**src/rtl/core/suie_pkg.sv**
```systemverilog
// Package for the set union / intersection engine.
// Holds the payload structs, sizing constants, FSM state and phase types,
// and the controller/datapath command and status structs. No dependencies.
`timescale 1ns / 1ps

package suie_pkg;

   localparam int SET_DEPTH = 32;
   localparam int ADDR_W    = (SET_DEPTH > 1) ? $clog2(SET_DEPTH) : 1;
   localparam int COUNT_W   = $clog2(SET_DEPTH + 1);
   localparam int VALUE_W   = 32;

   typedef enum logic {
      MODE_UNION = 1'b0,
      MODE_INTER = 1'b1
   } mode_type;

   typedef struct packed {
      logic signed [VALUE_W-1:0] element_value;
      logic                      into_second;
      logic                      finish;
   } req_type;

   typedef struct packed {
      logic signed [VALUE_W-1:0] result_value;
      logic                      last_item;
      logic                      empty_result;
      logic                      overflowed;
   } rsp_type;

   typedef enum logic [2:0] {
      S_IDLE,
      S_OUT_RD,
      S_OUT_LAT,
      S_SCAN,
      S_KEEP,
      S_FLUSH
   } state_type;

   typedef enum logic [1:0] {
      PH_COPY,
      PH_UNION_B,
      PH_INTER
   } phase_type;

   // controller -> datapath
   typedef struct packed {
      logic load;          // store the accepted load transaction
      logic outer_start;   // restart outer index
      logic outer_second;  // outer walk runs over the second store
      logic outer_read;    // read outer entry, advance outer index, restart scan
      logic cand_load;     // capture outer read data as candidate
      logic inner_step;    // issue one inner read and fold previous compare
      logic keep;          // candidate is a result
      logic flush;         // close the run: last item out, clear counts
   } cmd_type;

   // datapath -> controller
   typedef struct packed {
      logic     outer_done;
      logic     scan_done;
      logic     matched;
      logic     out_free;
      mode_type mode;
   } status_type;

endpackage

```
**src/rtl/core/suie_ctrl.sv**
```systemverilog
// Controller FSM for the set union / intersection engine.
// Sequences the outer walk, inner scan, result hand-off and run flush.
// Depends on suie_pkg.
`timescale 1ns / 1ps

module suie_ctrl (
   input  logic                clock,
   input  logic                reset,
   input  logic                req_valid,
   input  logic                req_finish,
   output logic                req_stall,
   input  suie_pkg::status_type st,
   output suie_pkg::cmd_type    cmd
);
   import suie_pkg::*;

   state_type state_ff, state_in;
   phase_type phase_ff, phase_in;
   logic      emit;

   always_ff @(posedge clock) begin
      if (reset) begin
         state_ff <= S_IDLE;
         phase_ff <= PH_COPY;
      end else begin
         state_ff <= state_in;
         phase_ff <= phase_in;
      end
   end

   assign req_stall = (state_ff != S_IDLE);

   always_comb begin
      state_in         = state_ff;
      phase_in         = phase_ff;
      cmd              = '0;
      cmd.outer_second = (phase_ff == PH_UNION_B);
      emit             = 1'b0;
      unique case (state_ff)
         S_IDLE: begin
            if (req_valid) begin
               if (req_finish) begin
                  cmd.outer_start = 1'b1;
                  phase_in        = (st.mode == MODE_INTER) ? PH_INTER : PH_COPY;
                  state_in        = S_OUT_RD;
               end else begin
                  cmd.load = 1'b1;
               end
            end
         end
         S_OUT_RD: begin
            if (st.outer_done) begin
               if (phase_ff == PH_COPY) begin
                  // first store copied out, now walk the second store
                  phase_in        = PH_UNION_B;
                  cmd.outer_start = 1'b1;
               end else begin
                  state_in = S_FLUSH;
               end
            end else begin
               cmd.outer_read = 1'b1;
               state_in       = S_OUT_LAT;
            end
         end
         S_OUT_LAT: begin
            cmd.cand_load = 1'b1;
            state_in      = (phase_ff == PH_COPY) ? S_KEEP : S_SCAN;
         end
         S_SCAN: begin
            cmd.inner_step = 1'b1;
            if (st.matched || st.scan_done) begin
               emit     = (phase_ff == PH_INTER) ? st.matched : !st.matched;
               state_in = emit ? S_KEEP : S_OUT_RD;
            end
         end
         S_KEEP: begin
            if (st.out_free) begin
               cmd.keep = 1'b1;
               state_in = S_OUT_RD;
            end
         end
         S_FLUSH: begin
            if (st.out_free) begin
               cmd.flush = 1'b1;
               state_in  = S_IDLE;
            end
         end
         default: state_in = S_IDLE;
      endcase
   end

endmodule

```
**src/rtl/core/suie_dpath.sv**
```systemverilog
// Datapath for the set union / intersection engine.
// Two set stores, counts, walk indexes, candidate compare, pending result
// and the output register. Depends on suie_pkg.
`timescale 1ns / 1ps

module suie_dpath (
   input  logic                clock,
   input  logic                reset,
   input  suie_pkg::req_type    req_data,
   input  logic                csr_wr_en,
   input  logic                csr_wr_data,
   input  suie_pkg::cmd_type    cmd,
   output suie_pkg::status_type st,
   output logic                rsp_valid,
   output suie_pkg::rsp_type    rsp_data,
   input  logic                rsp_stall
);
   import suie_pkg::*;

   logic [VALUE_W-1:0] mem_first  [SET_DEPTH];
   logic [VALUE_W-1:0] mem_second [SET_DEPTH];

   logic [VALUE_W-1:0] rd_first_ff, rd_second_ff;
   logic [ADDR_W-1:0]  addr_first, addr_second;

   logic [COUNT_W-1:0] cnt1_ff, cnt1_in, cnt2_ff, cnt2_in;
   logic               ovf_ff, ovf_in;
   mode_type           mode_ff, mode_in;
   logic [COUNT_W-1:0] outer_idx_ff, outer_idx_in, inner_idx_ff, inner_idx_in;
   logic               cmp_valid_ff, cmp_valid_in, match_ff, match_in;
   logic [VALUE_W-1:0] cand_ff, cand_in, pend_ff, pend_in;
   logic               pend_valid_ff, pend_valid_in;
   logic               rsp_valid_ff, rsp_valid_in;
   rsp_type            rsp_data_ff, rsp_data_in;

   logic [COUNT_W-1:0] n_outer, n_inner;
   logic [VALUE_W-1:0] inner_data;
   logic               inner_more, hit, out_free;
   logic               wr_first, wr_second;

   assign n_outer    = cmd.outer_second ? cnt2_ff : cnt1_ff;
   assign n_inner    = cmd.outer_second ? cnt1_ff : cnt2_ff;
   assign inner_data = cmd.outer_second ? rd_first_ff : rd_second_ff;
   assign inner_more = (inner_idx_ff != n_inner);
   assign hit        = cmp_valid_ff && (inner_data == cand_ff);
   assign out_free   = !rsp_valid_ff || !rsp_stall;

   assign addr_first  = cmd.outer_second ? inner_idx_ff[ADDR_W-1:0]
                                         : outer_idx_ff[ADDR_W-1:0];
   assign addr_second = cmd.outer_second ? outer_idx_ff[ADDR_W-1:0]
                                         : inner_idx_ff[ADDR_W-1:0];

   assign wr_first  = cmd.load && !req_data.into_second && (cnt1_ff < COUNT_W'(SET_DEPTH));
   assign wr_second = cmd.load &&  req_data.into_second && (cnt2_ff < COUNT_W'(SET_DEPTH));

   // store write ports at the fill count, registered reads at the walk indexes
   always_ff @(posedge clock) begin
      if (wr_first) begin
         mem_first[cnt1_ff[ADDR_W-1:0]] <= req_data.element_value;
      end
      rd_first_ff <= mem_first[addr_first];
   end

   always_ff @(posedge clock) begin
      if (wr_second) begin
         mem_second[cnt2_ff[ADDR_W-1:0]] <= req_data.element_value;
      end
      rd_second_ff <= mem_second[addr_second];
   end

   always_comb begin
      cnt1_in       = cnt1_ff;
      cnt2_in       = cnt2_ff;
      ovf_in        = ovf_ff;
      mode_in       = mode_ff;
      outer_idx_in  = outer_idx_ff;
      inner_idx_in  = inner_idx_ff;
      cmp_valid_in  = 1'b0;
      match_in      = match_ff;
      cand_in       = cand_ff;
      pend_in       = pend_ff;
      pend_valid_in = pend_valid_ff;
      rsp_valid_in  = rsp_valid_ff && rsp_stall;
      rsp_data_in   = rsp_data_ff;

      if (csr_wr_en) begin
         mode_in = mode_type'(csr_wr_data);
      end

      if (wr_first) begin
         cnt1_in = cnt1_ff + COUNT_W'(1);
      end
      if (wr_second) begin
         cnt2_in = cnt2_ff + COUNT_W'(1);
      end
      if (cmd.load && !wr_first && !wr_second) begin
         ovf_in = 1'b1;
      end

      if (cmd.outer_start) begin
         outer_idx_in = '0;
      end
      if (cmd.outer_read) begin
         outer_idx_in = outer_idx_ff + COUNT_W'(1);
         inner_idx_in = '0;
         match_in     = 1'b0;
      end
      if (cmd.cand_load) begin
         cand_in = cmd.outer_second ? rd_second_ff : rd_first_ff;
      end
      if (cmd.inner_step) begin
         match_in     = match_ff || hit;
         cmp_valid_in = inner_more;
         if (inner_more) begin
            inner_idx_in = inner_idx_ff + COUNT_W'(1);
         end
      end

      // one result is held back so the final one can carry last_item
      if (cmd.keep) begin
         if (pend_valid_ff) begin
            rsp_valid_in             = 1'b1;
            rsp_data_in.result_value = pend_ff;
            rsp_data_in.last_item    = 1'b0;
            rsp_data_in.empty_result = 1'b0;
            rsp_data_in.overflowed   = ovf_ff;
         end
         pend_in       = cand_ff;
         pend_valid_in = 1'b1;
      end

      if (cmd.flush) begin
         rsp_valid_in             = 1'b1;
         rsp_data_in.result_value = pend_valid_ff ? pend_ff : '0;
         rsp_data_in.last_item    = 1'b1;
         rsp_data_in.empty_result = !pend_valid_ff;
         rsp_data_in.overflowed   = ovf_ff;
         pend_valid_in            = 1'b0;
         cnt1_in                  = '0;
         cnt2_in                  = '0;
         ovf_in                   = 1'b0;
      end
   end

   always_ff @(posedge clock) begin
      if (reset) begin
         cnt1_ff       <= '0;
         cnt2_ff       <= '0;
         ovf_ff        <= 1'b0;
         mode_ff       <= MODE_UNION;
         outer_idx_ff  <= '0;
         inner_idx_ff  <= '0;
         cmp_valid_ff  <= 1'b0;
         match_ff      <= 1'b0;
         pend_valid_ff <= 1'b0;
         rsp_valid_ff  <= 1'b0;
      end else begin
         cnt1_ff       <= cnt1_in;
         cnt2_ff       <= cnt2_in;
         ovf_ff        <= ovf_in;
         mode_ff       <= mode_in;
         outer_idx_ff  <= outer_idx_in;
         inner_idx_ff  <= inner_idx_in;
         cmp_valid_ff  <= cmp_valid_in;
         match_ff      <= match_in;
         pend_valid_ff <= pend_valid_in;
         rsp_valid_ff  <= rsp_valid_in;
      end
   end

   always_ff @(posedge clock) begin
      cand_ff     <= cand_in;
      pend_ff     <= pend_in;
      rsp_data_ff <= rsp_data_in;
   end

   assign st.outer_done = (outer_idx_ff == n_outer);
   assign st.scan_done  = !inner_more && !cmp_valid_ff;
   assign st.matched    = match_ff || hit;
   assign st.out_free   = out_free;
   assign st.mode       = mode_ff;

   assign rsp_valid = rsp_valid_ff;
   assign rsp_data  = rsp_data_ff;

endmodule

```
**src/rtl/core/set_union_intersection_engine_unit.sv**
```systemverilog
// Set union / intersection engine: load transactions fill two 32-entry stores
// while req_stall stays low; entries past capacity are dropped and flagged as
// overflowed on the run's results. A finish transaction walks the stores
// through their single registered read ports: each outer element is read and,
// unless union is copying the first store, compared with the other store until
// a match or its end; a kept element waits for a free output register, so the
// run also waits out rsp_stall. req_stall is high for the run.
// The final result carries last_item; an empty answer gives one empty_result item.
// Top level; depends on suie_pkg, suie_ctrl and suie_dpath.
`timescale 1ns / 1ps

module set_union_intersection_engine_unit (
   input  logic              clock,
   input  logic              reset,
   input  logic              req_valid,
   input  suie_pkg::req_type  req_data,
   output logic              req_stall,
   output logic              rsp_valid,
   output suie_pkg::rsp_type  rsp_data,
   input  logic              rsp_stall,
   input  logic              csr_wr_en,
   input  logic              csr_wr_data
);
   import suie_pkg::*;

   cmd_type    cmd;
   status_type st;

   suie_ctrl u_ctrl (
      .clock      (clock),
      .reset      (reset),
      .req_valid  (req_valid),
      .req_finish (req_data.finish),
      .req_stall  (req_stall),
      .st         (st),
      .cmd        (cmd)
   );

   suie_dpath u_dpath (
      .clock       (clock),
      .reset       (reset),
      .req_data    (req_data),
      .csr_wr_en   (csr_wr_en),
      .csr_wr_data (csr_wr_data),
      .cmd         (cmd),
      .st          (st),
      .rsp_valid   (rsp_valid),
      .rsp_data    (rsp_data),
      .rsp_stall   (rsp_stall)
   );

endmodule

```
**config.mk**
```make
export PLATFORM = sky130hd
export DESIGN_NAME = set_union_intersection_engine_unit
export DESIGN_NICKNAME = d
export VERILOG_FILES = /design/src/rtl/core/suie_pkg.sv /design/src/rtl/core/suie_ctrl.sv /design/src/rtl/core/suie_dpath.sv /design/src/rtl/core/set_union_intersection_engine_unit.sv
export SDC_FILE = /design/constraint.sdc
export NUM_CORES = 2
export LEC_CHECK = 0
export ABC_AREA = 1
export BUFFER_PORTS_ARGS = -buffer_cell sky130_fd_sc_hd__buf_4
export CAP_MARGIN = 15
export CORE_MARGIN = 5
export CORE_UTILIZATION = 39
export DETAILED_ROUTE_END_ITERATION = 8
export GPL_TIMING_DRIVEN = 0
export PLACE_DENSITY = 0.6
export REMOVE_ABC_BUFFERS = 1
export SLEW_MARGIN = 15
export SYNTH_ARGS = -nofsm -noshare
export SYNTH_HDL_FRONTEND = slang
export SYNTH_SLANG_ARGS = --single-unit
```
**constraint.sdc**
```tcl
create_clock -name clock -period 6.3 [get_ports clock]
set_input_delay 1.26 -clock clock [delete_from_list [all_inputs] [get_ports clock]]
set_output_delay 1.26 -clock clock [all_outputs]
set_load 0.01 [all_outputs]
```
==> run_results.csv <==
group,metric,value,unit
routing,detail_route.first_pass.iterations,6,
layout,final_nets,6624,
placed_design,dp_hpwl,147,mm
hold_path,holdCritPathClass,"register to register",
floorplan,ios,77,
timing,rsz0062_at_grt,"no",
clocking,clk_latency,0.85,ns
grt,track_usage,0.206,
routing,wl,250,mm
power_and_ir_drop,p_leak,0.0324,µW
synthesis,yosys-top-cells-area,"edfxtp_1, o21ai_0, nor2_1",
synthesis,synthMuxAreaShare,0,
synthesis,synth-seq-cells,2246,
synthesis,synth_xor_xnor_area_share,0.00130,
worst_setup_path,worstSetupStartpointType,"register",
grt,antenna_found_initial,10,
routing,vias,56200,
synthesis,post-synth-top-count-cell,"edfxtp_1",
grt,grt-ovfl-total,0,
routing,drt_iter0_markers,6479,
synthesis,syn_inst,6537,
timing,hold_viol,0,
timing,fmax,165,MHz
grt,grt_pass1_vias,54000,
clocking,cts_buffers,219,
synthesis,synth_compound_area_frac,0.127,
synthesis,ys_top_cells_by_count,"edfxtp_1, nor2_1, o21ai_0",
placed_design,io_buffers,76,
power_and_ir_drop,peakVddDrop,0.233,mV
floorplan,dieArea,234000,µm²
clocking,cts_tree,"done",
synthesis,synth-adder-area-share,0.00143,
timing,period_share,0.963,
routing,drc_errors,0,
synthesis,yosys.area.top_type,"edfxtp_1",
timing,setup_violations,0,
worst_setup_path,worstPathRequired,6.93,ns
worst_setup_path,worstSetupEndpointType,"register",
synthesis,avgSynthCellArea,13.4,µm²
job,cap_violations,0,
synthesis,synth_cell_types,43,
floorplan,initial_utilization,0.391,
synthesis,ys_warn_count,0,
timing,worst_pin_slew,1.15,ns
worst_setup_path,crit_fanout,135,
synthesis,ys_seq_area_frac,0.758,
floorplan,die_y,484,µm
worst_setup_path,worstPathArrival,6.69,ns
synthesis,syn-cell-area,87700,µm²
placed_design,gp_congestion,0.783,
status,status,"finished clean",
timing,finalCriticalPeriod,6.07,ns
timing,fin_hold_ws,0.480,ns
clocking,clock_sinks,2246,
clocking,cts_max_level,4,
floorplan,die_x,484,µm
grt,grt_max_degree,145,
synthesis,synth_edf_count,2146,
layout,regArea,66400,µm²
routing,vias_per_cell,5.76,
timing,finClkSkew,0.0341,ns
timing,final_max_slew_viol_count,0,
synthesis,synth_top_family_by_area,"compound AO/OA/AOI/OAI gates",
layout,area_growth,16.3,%
clocking,cts_root_buf,"clkbuf_16",
routing,wl_per_cell,25.6,µm
floorplan,core,224000,µm²
synthesis,synth_top_cell_area_share,0.735,
clocking,cts.clk_slew.worst_paths,0.06,ns
worst_setup_path,worstSetupPathType,"register to register",
timing,relSlewSlack,0.227,
routing,ant_nets,0,
synthesis,synthSimpleGateAreaFrac,0.0827,
power_and_ir_drop,pwr_density_cell,308,nW/µm²
layout,fin_util,0.455,
layout,drive_gt1_frac,0.101,
floorplan,rows,174,
synthesis,ys.flop_type,"edfxtp_1",
grt,grt_pass1_wl,364,mm
clocking,post_cts_buffers,0,
synthesis,synthArstFlopShare,0,
clocking,clk_path_buf_depth,3,
layout,fillers,19500,
layout,multi_input_area,19200,µm²
## registers in the layout, summed over array words and instances, names as in the netlist, 32 cells and up
register / count
u_dpath.mem_first: 1024
u_dpath.rd_second_ff: 32
u_dpath.mem_second: 1024
u_dpath.pend_ff: 32
u_dpath.cand_ff: 32
u_dpath.rsp_data: 35
u_dpath.rd_first_ff: 32
## worst max-delay path, cell delays in order, from the launching register on
cell      delay [ns]
dfxtp_1         0.37
inv_2           0.39
nand2_8         0.32
buf_16          0.34
nand2_1         0.24
nand2_8         0.18
buf_16          0.25
buf_16          0.29
buf_16          0.28
inv_8           0.29
buf_16          0.43
buf_16          0.45
o21ai_0         0.15
o221ai_1        0.21
nand3_1         0.12
nand2_1         0.11
nor2_1          0.05
a31oi_1         0.86
## cell families (layout without fill, tap and decap cells)
logic type | count (synthesis) | in the layout
compound gates | 1831 | 1831
xor+xnor | 13 | 13
fa+ha+maj | 10 | 10
buf+inv | 613 | 837
flops | 2246 | 2246
other cells | 0 | 5
simple gates | 1824 | 1824
## through the flow
step / cell area, µm² / total power (µW) / setup WS, ns / TNS [ns] / cells
2_1_floorplan: 85600 / 18100 / -6.32 / -291.08 / 6082
3_3_place_gp: 89900 / 19000 / -21.32 / -2256.85 / 9150
3_5_place_dp: 95000 / 19100 / 0.0282 / 0 / 9345
4_1_cts: 102000 / 31500 / 0.00281 / 0 / 9753
5_1_grt: 102000 / 32400 / 0.0895 / 0 / 9755
6_report: 102000 / 31400 / 0.232 / 0 / 9758
## cells in the final DEF (no fill, tap or decap), drive strengths merged, types with 12 or more instances in the layout
master / synthesis / final
edfxtp: 2146 / 2146
nor2: 1253 / 1253
o21ai: 1142 / 1142
o221ai: 386 / 386
clkbuf: 294 / 336
nand2: 320 / 320
buf: 161 / 271
nand3: 224 / 224
inv: 158 / 162
o22ai: 127 / 127
dfxtp: 100 / 100
o211ai: 76 / 76
a31oi: 66 / 66
clkinv: 0 / 57
a21oi: 28 / 28
xor2: 12 / 12
## power by group
group	internal (µW)	switching, µW
combinational	555	1540
sequential	16500	122
clock	7180	5450
total	24300	7110
## final cells by class
type                       count  share of cell area
antenna                        5            0.000123
clock buffer                 336              0.0623
clock inverter                72             0.00554
inverter                     158             0.00636
multi-input combinational   3678               0.188
sequential                  2246               0.652
tap                         2992              0.0367
timing repair buffer         271              0.0490
## per-layer routing
metal,GRT usage,routed length (µm),vias up
met5,0,13,-
met4,0.0811,9840,2
met3,0.0351,19400,495
met2,0.334,120000,2507
met1,0.278,101000,28500
li1,-,-,24700
## final timing paths
| kind | slack (ns) | cells after the start | from | end |
|---|---|---|---|---|
| setup reg to reg | 0.23 | 17 | u_ctrl.phase_ff[1]$_SDFFE_PP0P_ | u_dpath.rd_second_ff[23]$_DFF_P_ |
| hold / removal | 0.48 | 0 | u_dpath.cand_ff[2]$_DFFE_PP_ | u_dpath.pend_ff[2]$_DFFE_PP_ |
| hold reg to reg | 0.48 | 0 | u_dpath.cand_ff[2]$_DFFE_PP_ | u_dpath.pend_ff[2]$_DFFE_PP_ |
| setup / recovery | 0.23 | 17 | u_ctrl.phase_ff[1]$_SDFFE_PP0P_ | u_dpath.rd_second_ff[23]$_DFF_P_ |
## timing repair
item,4_1_cts,5_1_grt
resized for setup,0,2
endpoints found under the setup margin,0,17
hold buffers,0,0
(Power assumes the default switching activity.)
